[config.mk]
export PLATFORM = sky130hd
export DESIGN_NAME = kea_ratio
export DESIGN_NICKNAME = d
export VERILOG_FILES = /design/src/hdl/kea_pkg.sv /design/src/hdl/kea_ratio.sv
export SDC_FILE = /design/constraint.sdc
export NUM_CORES = 2
export LEC_CHECK = 0
export ABC_AREA = 0
export BUFFER_PORTS_ARGS = -buffer_cell sky130_fd_sc_hd__buf_2
export CAP_MARGIN = 15
export CORE_MARGIN = 10
export CORE_UTILIZATION = 45
export CTS_BUF_LIST = sky130_fd_sc_hd__clkbuf_4 sky130_fd_sc_hd__clkbuf_8 sky130_fd_sc_hd__clkbuf_16
export CTS_CLUSTER_DIAMETER = 200
export DETAILED_ROUTE_END_ITERATION = 16
export SLEW_MARGIN = 10
export SYNTH_ARGS = -nofsm -noshare
export SYNTH_HDL_FRONTEND = slang
export SYNTH_SLANG_ARGS = --single-unit
[constraint.sdc]
create_clock -name clk_i -period 5.76 [get_ports clk_i]
set_input_delay 0.288 -clock clk_i [delete_from_list [all_inputs] [get_ports clk_i]]
set_output_delay 0.288 -clock clk_i [all_outputs]
set_load 0.005 [all_outputs]
[src/hdl/kea_pkg.sv]
// Shared constants, types and the arctangent table of the kappa/Eulerian angle converter.
`default_nettype none

package kea_pkg;

  localparam int unsigned ANGLE_BITS = 16;
  localparam int unsigned ASHIFT     = 32 - ANGLE_BITS;
  localparam logic [31:0] ROUND_BIAS = (ASHIFT > 0) ? (32'd1 << (ASHIFT - 1)) : 32'd0;

  localparam int unsigned STEPS      = 30;
  localparam int unsigned DIV_STEPS  = 31;
  localparam int unsigned ROOT_STEPS = 31;
  localparam int unsigned VW         = 34;

  localparam int unsigned TILT_W     = 14;
  localparam int unsigned CFG_IDX_W  = 1;
  localparam int unsigned CFG_DATA_W = TILT_W;

  localparam logic [CFG_IDX_W-1:0] REG_KAPPA_TILT      = 1'd0;
  localparam logic [CFG_IDX_W-1:0] REG_SOLUTION_BRANCH = 1'd1;

  localparam logic [TILT_W-1:0] TILT_RESET = 14'd9102;
  localparam logic              SOL_RESET  = 1'b1;

  localparam logic signed [VW-1:0] CORDIC_GAIN = 34'sd652032874;
  localparam logic signed [VW-1:0] ONE_Q30     = 34'sd1073741824;
  localparam logic [31:0]          QUARTER     = 32'h4000_0000;
  localparam logic [31:0]          HALF        = 32'h8000_0000;

  localparam int unsigned SC_LAT   = STEPS + 2;
  localparam int unsigned DIV_LAT  = DIV_STEPS + 2;
  localparam int unsigned ROOT_LAT = ROOT_STEPS + 2;
  localparam int unsigned AT_LAT   = STEPS + 2;
  localparam int unsigned CTX_LAT  = SC_LAT + 1 + DIV_LAT + ROOT_LAT + AT_LAT;

  typedef logic signed [VW-1:0]         val_t;
  typedef logic [31:0]                  ang_t;
  typedef logic signed [ANGLE_BITS-1:0] angle_t;

  typedef struct packed {
    logic command;
    logic branch;
    ang_t a1;
    ang_t a3;
    logic status;
  } ctx_t;

  function automatic val_t atan_step(input int unsigned i);
    val_t r;
    case (i)
      0:  r = 34'sd536870912;
      1:  r = 34'sd316933406;
      2:  r = 34'sd167458907;
      3:  r = 34'sd85004756;
      4:  r = 34'sd42667331;
      5:  r = 34'sd21354465;
      6:  r = 34'sd10679838;
      7:  r = 34'sd5340245;
      8:  r = 34'sd2670163;
      9:  r = 34'sd1335087;
      10: r = 34'sd667544;
      11: r = 34'sd333772;
      12: r = 34'sd166886;
      13: r = 34'sd83443;
      14: r = 34'sd41722;
      15: r = 34'sd20861;
      16: r = 34'sd10430;
      17: r = 34'sd5215;
      18: r = 34'sd2608;
      19: r = 34'sd1304;
      20: r = 34'sd652;
      21: r = 34'sd326;
      22: r = 34'sd163;
      23: r = 34'sd81;
      24: r = 34'sd41;
      25: r = 34'sd20;
      26: r = 34'sd10;
      27: r = 34'sd5;
      28: r = 34'sd3;
      29: r = 34'sd1;
      default: r = '0;
    endcase
    return r;
  endfunction

endpackage

`default_nettype wire

[src/hdl/kea_ratio.sv]
// Pipelined restoring divider giving num * 2^30 / den, truncated and clamped to [-1, 1].
`default_nettype none

module kea_ratio (
  input  logic          clk_i,
  input  logic          rst_ni,
  input  logic          en_i,
  input  logic          valid_i,
  input  kea_pkg::val_t num_i,
  input  kea_pkg::val_t den_i,
  output logic          valid_o,
  output kea_pkg::val_t ratio_o
);

  localparam int unsigned N  = kea_pkg::DIV_STEPS;
  localparam int unsigned VW = kea_pkg::VW;

  logic [N+1:0]  v_q;
  logic [VW-1:0] r_d   [N+1];
  logic [VW-1:0] r_q   [N+1];
  logic [VW-1:0] den_d [N+1];
  logic [VW-1:0] den_q [N+1];
  logic [N-1:0]  q_d   [N+1];
  logic [N-1:0]  q_q   [N+1];
  logic          pos_d [N+1];
  logic          pos_q [N+1];
  logic          neg_d [N+1];
  logic          neg_q [N+1];
  logic          big_d [N+1];
  logic          big_q [N+1];
  logic [VW-1:0] mag_in;
  logic [VW-1:0] t;
  logic          qb;
  kea_pkg::val_t mag;
  kea_pkg::val_t ratio_d, ratio_q;

  always_comb begin
    mag_in   = num_i[VW-1] ? VW'(-num_i) : VW'(num_i);
    pos_d[0] = (den_i > 0);
    neg_d[0] = num_i[VW-1];
    den_d[0] = VW'(den_i);
    // A quotient of two or more saturates anyway, so the steps only see a remainder below 2*den.
    big_d[0] = pos_d[0] && ({1'b0, mag_in} >= {den_d[0], 1'b0});
    r_d[0]   = (big_d[0] || !pos_d[0]) ? '0 : mag_in;
    q_d[0]   = '0;
    t        = '0;
    qb       = 1'b0;
    for (int k = 0; k < N; k++) begin
      t          = (k == 0) ? r_q[k] : (r_q[k] << 1);
      qb         = (t >= den_q[k]);
      r_d[k+1]   = qb ? (t - den_q[k]) : t;
      q_d[k+1]   = {q_q[k][N-2:0], qb};
      den_d[k+1] = den_q[k];
      pos_d[k+1] = pos_q[k];
      neg_d[k+1] = neg_q[k];
      big_d[k+1] = big_q[k];
    end
    if (big_q[N] || (VW'(q_q[N]) > kea_pkg::ONE_Q30)) begin
      mag = kea_pkg::ONE_Q30;
    end else begin
      mag = VW'(q_q[N]);
    end
    if (!pos_q[N]) begin
      ratio_d = '0;
    end else begin
      ratio_d = neg_q[N] ? -mag : mag;
    end
  end

  always_ff @(posedge clk_i or negedge rst_ni) begin
    if (!rst_ni) begin
      v_q <= '0;
    end else if (en_i) begin
      v_q <= {v_q[N:0], valid_i};
    end
  end

  always_ff @(posedge clk_i) begin
    if (en_i) begin
      for (int k = 0; k <= N; k++) begin
        r_q[k]   <= r_d[k];
        q_q[k]   <= q_d[k];
        den_q[k] <= den_d[k];
        pos_q[k] <= pos_d[k];
        neg_q[k] <= neg_d[k];
        big_q[k] <= big_d[k];
      end
      ratio_q <= ratio_d;
    end
  end

  assign valid_o = v_q[N+1];
  assign ratio_o = ratio_q;

endmodule

`default_nettype wire

# Yosys cells after proc, flatten, opt, wreduce, memory -nomap -nowiden

Memories as Yosys holds them, arrays and structs flattened.
Index checks and enable logic that the tools add are counted.

Add/sub/neg operators: 33
Bitwise logic cells: 0
Mux-type cells: 37
Divide/modulo/power cells: 0
Multipliers: 0
Reductions and logical operators: 4
Equality and inequality tests: 0
Order comparisons: 34
Shift operators: 0

Operators by type and width:

| cell                                                           | count |
|---|---|
| 2-to-1 mux 34 bit                                              | 34 |
| >= comparator 34 bit                                           | 31 |
| subtractor 34 bit                                              | 31 |
| >= comparator 34 x 35 -> 1 bit                                 | 1 |
| greater-than comparator 34 x 1 -> 1 bit, second input constant | 1 |
| negation 31 -> 34 bit                                          | 1 |
| negation 34 bit                                                | 1 |
| greater-than comparator 31 bit, second input constant          | 1 |
| 2-to-1 mux 31 bit                                              | 1 |
| logical OR 1 bit                                               | 2 |
| 2-to-1 mux 1 bit                                               | 2 |
| logical AND 1 bit                                              | 1 |
| logical NOT 1 bit                                              | 1 |

Memories: 6
RAM bits: 3264
Output and inout port bits: 35
Bits of input ports: 72
Bits in registers: 67
Logic and storage cells: 116
Bits in read-only memories: 0
Bits in latches: 0

Memories:

| name  | depth | bits a word | rd ports | clocked after memory_dff | write ports | RTL line        | source |
|---|---|---|---|---|---|---|---|
| den_q | 32    | 34          | 31       | 0                        | 32          | kea_ratio.sv:22 | `logic [VW-1:0] den_q [N+1];` |
| r_q   | 32    | 34          | 31       | 0                        | 32          | kea_ratio.sv:20 | `logic [VW-1:0] r_q [N+1];` |
| q_q   | 32    | 31          | 32       | 0                        | 32          | kea_ratio.sv:24 | `logic [N-1:0] q_q [N+1];` |
| big_q | 32    | 1           | 32       | 0                        | 32          | kea_ratio.sv:30 | `logic big_q [N+1];` |
| neg_q | 32    | 1           | 32       | 0                        | 32          | kea_ratio.sv:28 | `logic neg_q [N+1];` |
| pos_q | 32    | 1           | 32       | 0                        | 32          | kea_ratio.sv:26 | `logic pos_q [N+1];` |

# Depth between registers and ports, before layout

Depth after elaboration: 6
Depth in mapped cells: 21
Depth with buffers taken out: 20

# Least setup slack after synthesis

OpenSTA, ideal clock, no wires.

Path kind: input -> register
Start point: in num_i[7]
End point: mem r_q[0][10], data pin
Required time: 5.505 ns
Cell stages on the path: 20
Data arrival time: 4.183 ns
Setup time: 0.255 ns
Path buffers: 1
Setup slack: 1.322 ns
Cells stage by stage: or4_1 -> nor4_2 -> nand2b_1 -> or3_1 -> nand2b_1 -> or4_1 -> nor3_1 -> nor2_1 -> xor2_1 -> ha_1 -> nand4_1 -> nor4_1 -> a31oi_1 -> a21boi_0 -> o21ai_0 -> nand2b_1 -> a21oi_1 -> o32a_1 -> clkbuf_1 -> and3_1

RTL lines:

| item        | RTL line        | source |
|---|---|---|
| from (decl) | kea_ratio.sv:9  | `input kea_pkg::val_t num_i,` |
| to (decl)   | kea_ratio.sv:20 |  |

==> flow_summary.yaml <==
cts:
  postCtsSetupRepairBufs: 0
  h-tree-depth: 5
  cts_resized: 0
  cts_buffers: 315
  cts_sinks: 2737
  cts.clk_slew.worst_paths_ps: 60
  postCtsHoldBufs: 77
  clockBufferDepth: 4
  cts_tree: "built"
  insertion_delay_ps: 940
  ctsRootBufferMaster: "clkbuf_16"
floorplanning:
  ios: 107
  coreArea_sq_um: 333000
  initial_core_util_pct: 45.1
  dieHeight_microns: 598
  rows: 212
  die_x_microns: 598
  die_area_sq_um: 357000
sta:
  skew_ps: 46.9
  final.setup.tns_ps: 0
  rsz0062_at_grt: "no"
  post-route-period-util_pct: 84.9
  tightest_slew_ps: 1230
  setup_violations: 0
  period_minus_slack_ps: 4890
  relSlewSlack_pct: 17.7
  fmax_mhz: 204
  hold_violations: 0
  final_max_slew_viol_count: 0
global_route:
  antenna_found_initial: 12
  grt_usage_pct: 19.8
  grt_max_degree: 185
  grt_pass1_vias: 97400
  grt_pass1_wl_microns: 567000
  gr-total-overflow: 0
hold_path:
  min_path_type: "in2reg"
  holdPathStages: 2
  hp-start: "den_i[6]"
  holdPathEnd: "den_q[0][6]"
power_and_ir_drop:
  total_power_w: 0.0929
  p_per_area_nw_per_um2: 553
  p_leak_nw: 68.9
  ir_drop_uv: 290
layout:
  multi_input_area_sq_um: 62400
  fill_cells: 28600
  area_delta_synth_final_pct: 11.9
  utilization_pct: 50.4
  seq_area_sq_um: 82000
  drive_gt1_share_pct: 10.6
  nets: 14400
  final_area_sq_um: 168000
placement:
  portBuffers: 106
  place.gp.congestion: 0.919
  hpwl_microns: 274000
  placed_area_sq_um: 156000
logic_synthesis:
  avgSynthCellArea_sq_um: 11.6
  synth_cells: 12900
  synth_fp_nets: 14100
  async_flop_share_pct: 1.21
  ys_ff_latch: 2737
  synth_cell_types: 84
  yosys_warnings: 0
  seq_area_frac_synth_pct: 54.6
  syn-cell-area_sq_um: 150000
  ys.flop_type: "edfxtp_1"
  synth_edf_count: 2704
job:
  drv_cap: 0
setup_path:
  r2r_start: "den_q[1][238]"
  r2r_cells: 11
  r2r_slack_ps: 1070
  critPathRequiredTime_ps: 6420
  timing.rr.end: "r_q[1][276]"
  path_max_fanout: 31
  worst_setup_path_end_kind: "flop"
  path_class: "in2reg"
  critPathLaunchType: "input pin"
  cp.arrival_ps: 5550
status:
  status: "completed"
drt:
  ant_nets: 0
  vias_per_cell: 5.60
  drt_wl_total_microns: 367000
  first_iter_violations: 8731
  dr.pass1.iters: 6
  vias: 100000
  drc: 0
  drt-wirelength-per-cell_microns: 20.5
==> power by group <==
group / switching [W] / internal, W
registers: 0.00314 / 0.0287
clock network: 0.00822 / 0.0124
logic: 0.0227 / 0.0177
total: 0.0341 / 0.0588
==> cell usage after synthesis, types with 25 or more instances <==
cell type | n | area (sq um)
a211o_1 | 26 | 228
a211oi_1 | 76 | 571
a21boi_0 | 25 | 188
a21o_1 | 554 | 4160
a21oi_1 | 992 | 4960
a221oi_1 | 33 | 289
a311oi_1 | 30 | 263
a31o_2 | 35 | 307
a31oi_1 | 143 | 895
and2_1 | 66 | 413
and3_1 | 118 | 738
buf_2 | 42 | 210
clkbuf_1 | 191 | 717
dfrtp_1 | 33 | 826
edfxtp_1 | 2704 | 81200
fa_1 | 30 | 601
ha_1 | 1088 | 13600
inv_1 | 1330 | 4990
mux2_2 | 569 | 6410
mux2i_1 | 29 | 290
nand2_1 | 837 | 3140
nand2b_1 | 151 | 945
nand3_1 | 231 | 1160
nand4_1 | 124 | 776
nor2_1 | 654 | 2450
nor2b_1 | 128 | 801
nor3_1 | 155 | 776
nor4_1 | 42 | 263
o2111ai_1 | 28 | 245
o211ai_1 | 43 | 323
o21a_1 | 103 | 773
o21ai_0 | 759 | 3800
o21bai_1 | 116 | 871
o31ai_1 | 78 | 586
o41ai_1 | 30 | 263
or2_2 | 36 | 225
or3_1 | 62 | 388
xnor2_1 | 539 | 4720
xor2_1 | 340 | 2980
==> layout make-up <==
cell class	instances	share of cell area [%]
Sequential cell	2737	48.8
Multi-Input combinational cell	8577	37.2
Clock buffer	371	5.01
Tap cell	4387	3.27
Inverter	1330	2.97
Timing Repair Buffer	293	1.41
Clock inverter	194	1.33
Antenna cell	5	0.00745
==> worst max path at each step <==
| stage | startpoint | depth (start not counted) | to |
|---|---|---|---|
| after floorplan | num_i[7] | 20 | r_q[0][10] |
| after global placement | num_i[7] | 22 | r_q[0][27] |
| after detailed placement | num_i[7] | 22 | r_q[0][2] |
| after CTS | num_i[7] | 23 | r_q[0][10] |
| after global routing | num_i[7] | 23 | r_q[0][30] |
| final | num_i[7] | 23 | r_q[0][10] |
==> state kept, by name (all words and copies together) (netlist names) <==
signal	count
ratio_o	34
pos_q	32
big_q	32
v_q	33
neg_q	32
q_q	496
r_q	1024
den_q	1054
==> routing by layer <==
| metal | vias to the layer above | part of all wire, % | routed length (microns) | GRT usage (%) |
|---|---|---|---|---|
| met5 | - | 0.0033 | 12 | 0 |
| met2 | 2611 | 46 | 168000 | 31.9 |
| met1 | 48700 | 47 | 171000 | 28.5 |
| met4 | 2 | 2.5 | 9220 | 4.97 |
| li1 | 48300 | - | - | - |
| met3 | 535 | 5.1 | 18800 | 2.47 |
==> cell usage in the layout, fill, tap and decap left out, types with 35 or more instances in the layout <==
| cell | count |
|---|---|
| and3_1 | 118 |
| o21a_1 | 103 |
| inv_1 | 1330 |
| clkbuf_4 | 49 |
| nor3_1 | 155 |
| clkbuf_16 | 321 |
| nand2_1 | 837 |
| o21bai_1 | 116 |
| and2_1 | 66 |
| xnor2_1 | 539 |
| buf_4 | 92 |
| or3_1 | 62 |
| clkinv_2 | 55 |
| nor2b_1 | 128 |
| o211ai_1 | 43 |
| nand4_1 | 124 |
| o21ai_0 | 759 |
| xor2_1 | 340 |
| edfxtp_1 | 2704 |
| a31oi_1 | 141 |
| mux2_2 | 569 |
| buf_2 | 105 |
| a31o_2 | 35 |
| or2_2 | 36 |
| nand3_1 | 231 |
| clkinv_1 | 54 |
| o31ai_1 | 78 |
| bufinv_16 | 42 |
| a21oi_1 | 987 |
| nor4_1 | 41 |
| nor2_1 | 645 |
| nand2b_1 | 151 |
| a21o_1 | 552 |
| ha_1 | 1088 |
| dlygate4sd3_1 | 77 |
| a211oi_1 | 76 |
==> worst max-delay path, cell delays in order <==
cell           delay (ps)
dlygate4sd3_1         550
buf_2                 130
or4_1                 570
nor4_2                220
nand2b_1              110
or3_1                 430
nand2b_1              200
or4_1                 510
nor3_1                230
nor2_1                 70
xor2_1                170
ha_1                  300
nand4_1               150
nor4_1                320
buf_4                 150
a31oi_1                70
a21boi_0              210
o21ai_0               110
nand2b_1               80
a21oi_1                60
o32a_1                220
buf_12                180
and3_1                190
==> metrics by stage <==
stage          setup WS [ps]  cells  hold slack [ps]
2_1_floorplan           1320  12900            -7.59
3_3_place_gp             506  17200              400
3_5_place_dp             611  17200              405
4_1_cts                 1060  17900             39.8
5_1_grt                  592  17900              107
6_report                 869  17900              121
==> logic make-up after synthesis <==
| family | Yosys count | synth area share, % |
|---|---|---|
| adders and majority gates | 1118 | 9.47 |
| AOI/OAI and AO/OA | 3261 | 13.6 |
| muxes | 607 | 4.53 |
| DFF | 2737 | 54.6 |
| xor gates and xnor gates | 879 | 5.13 |
| and+or+nand+nor | 2712 | 8.63 |
| buffers and inverters | 1579 | 3.98 |
Note: power is estimated with default switching activity, not from simulation.
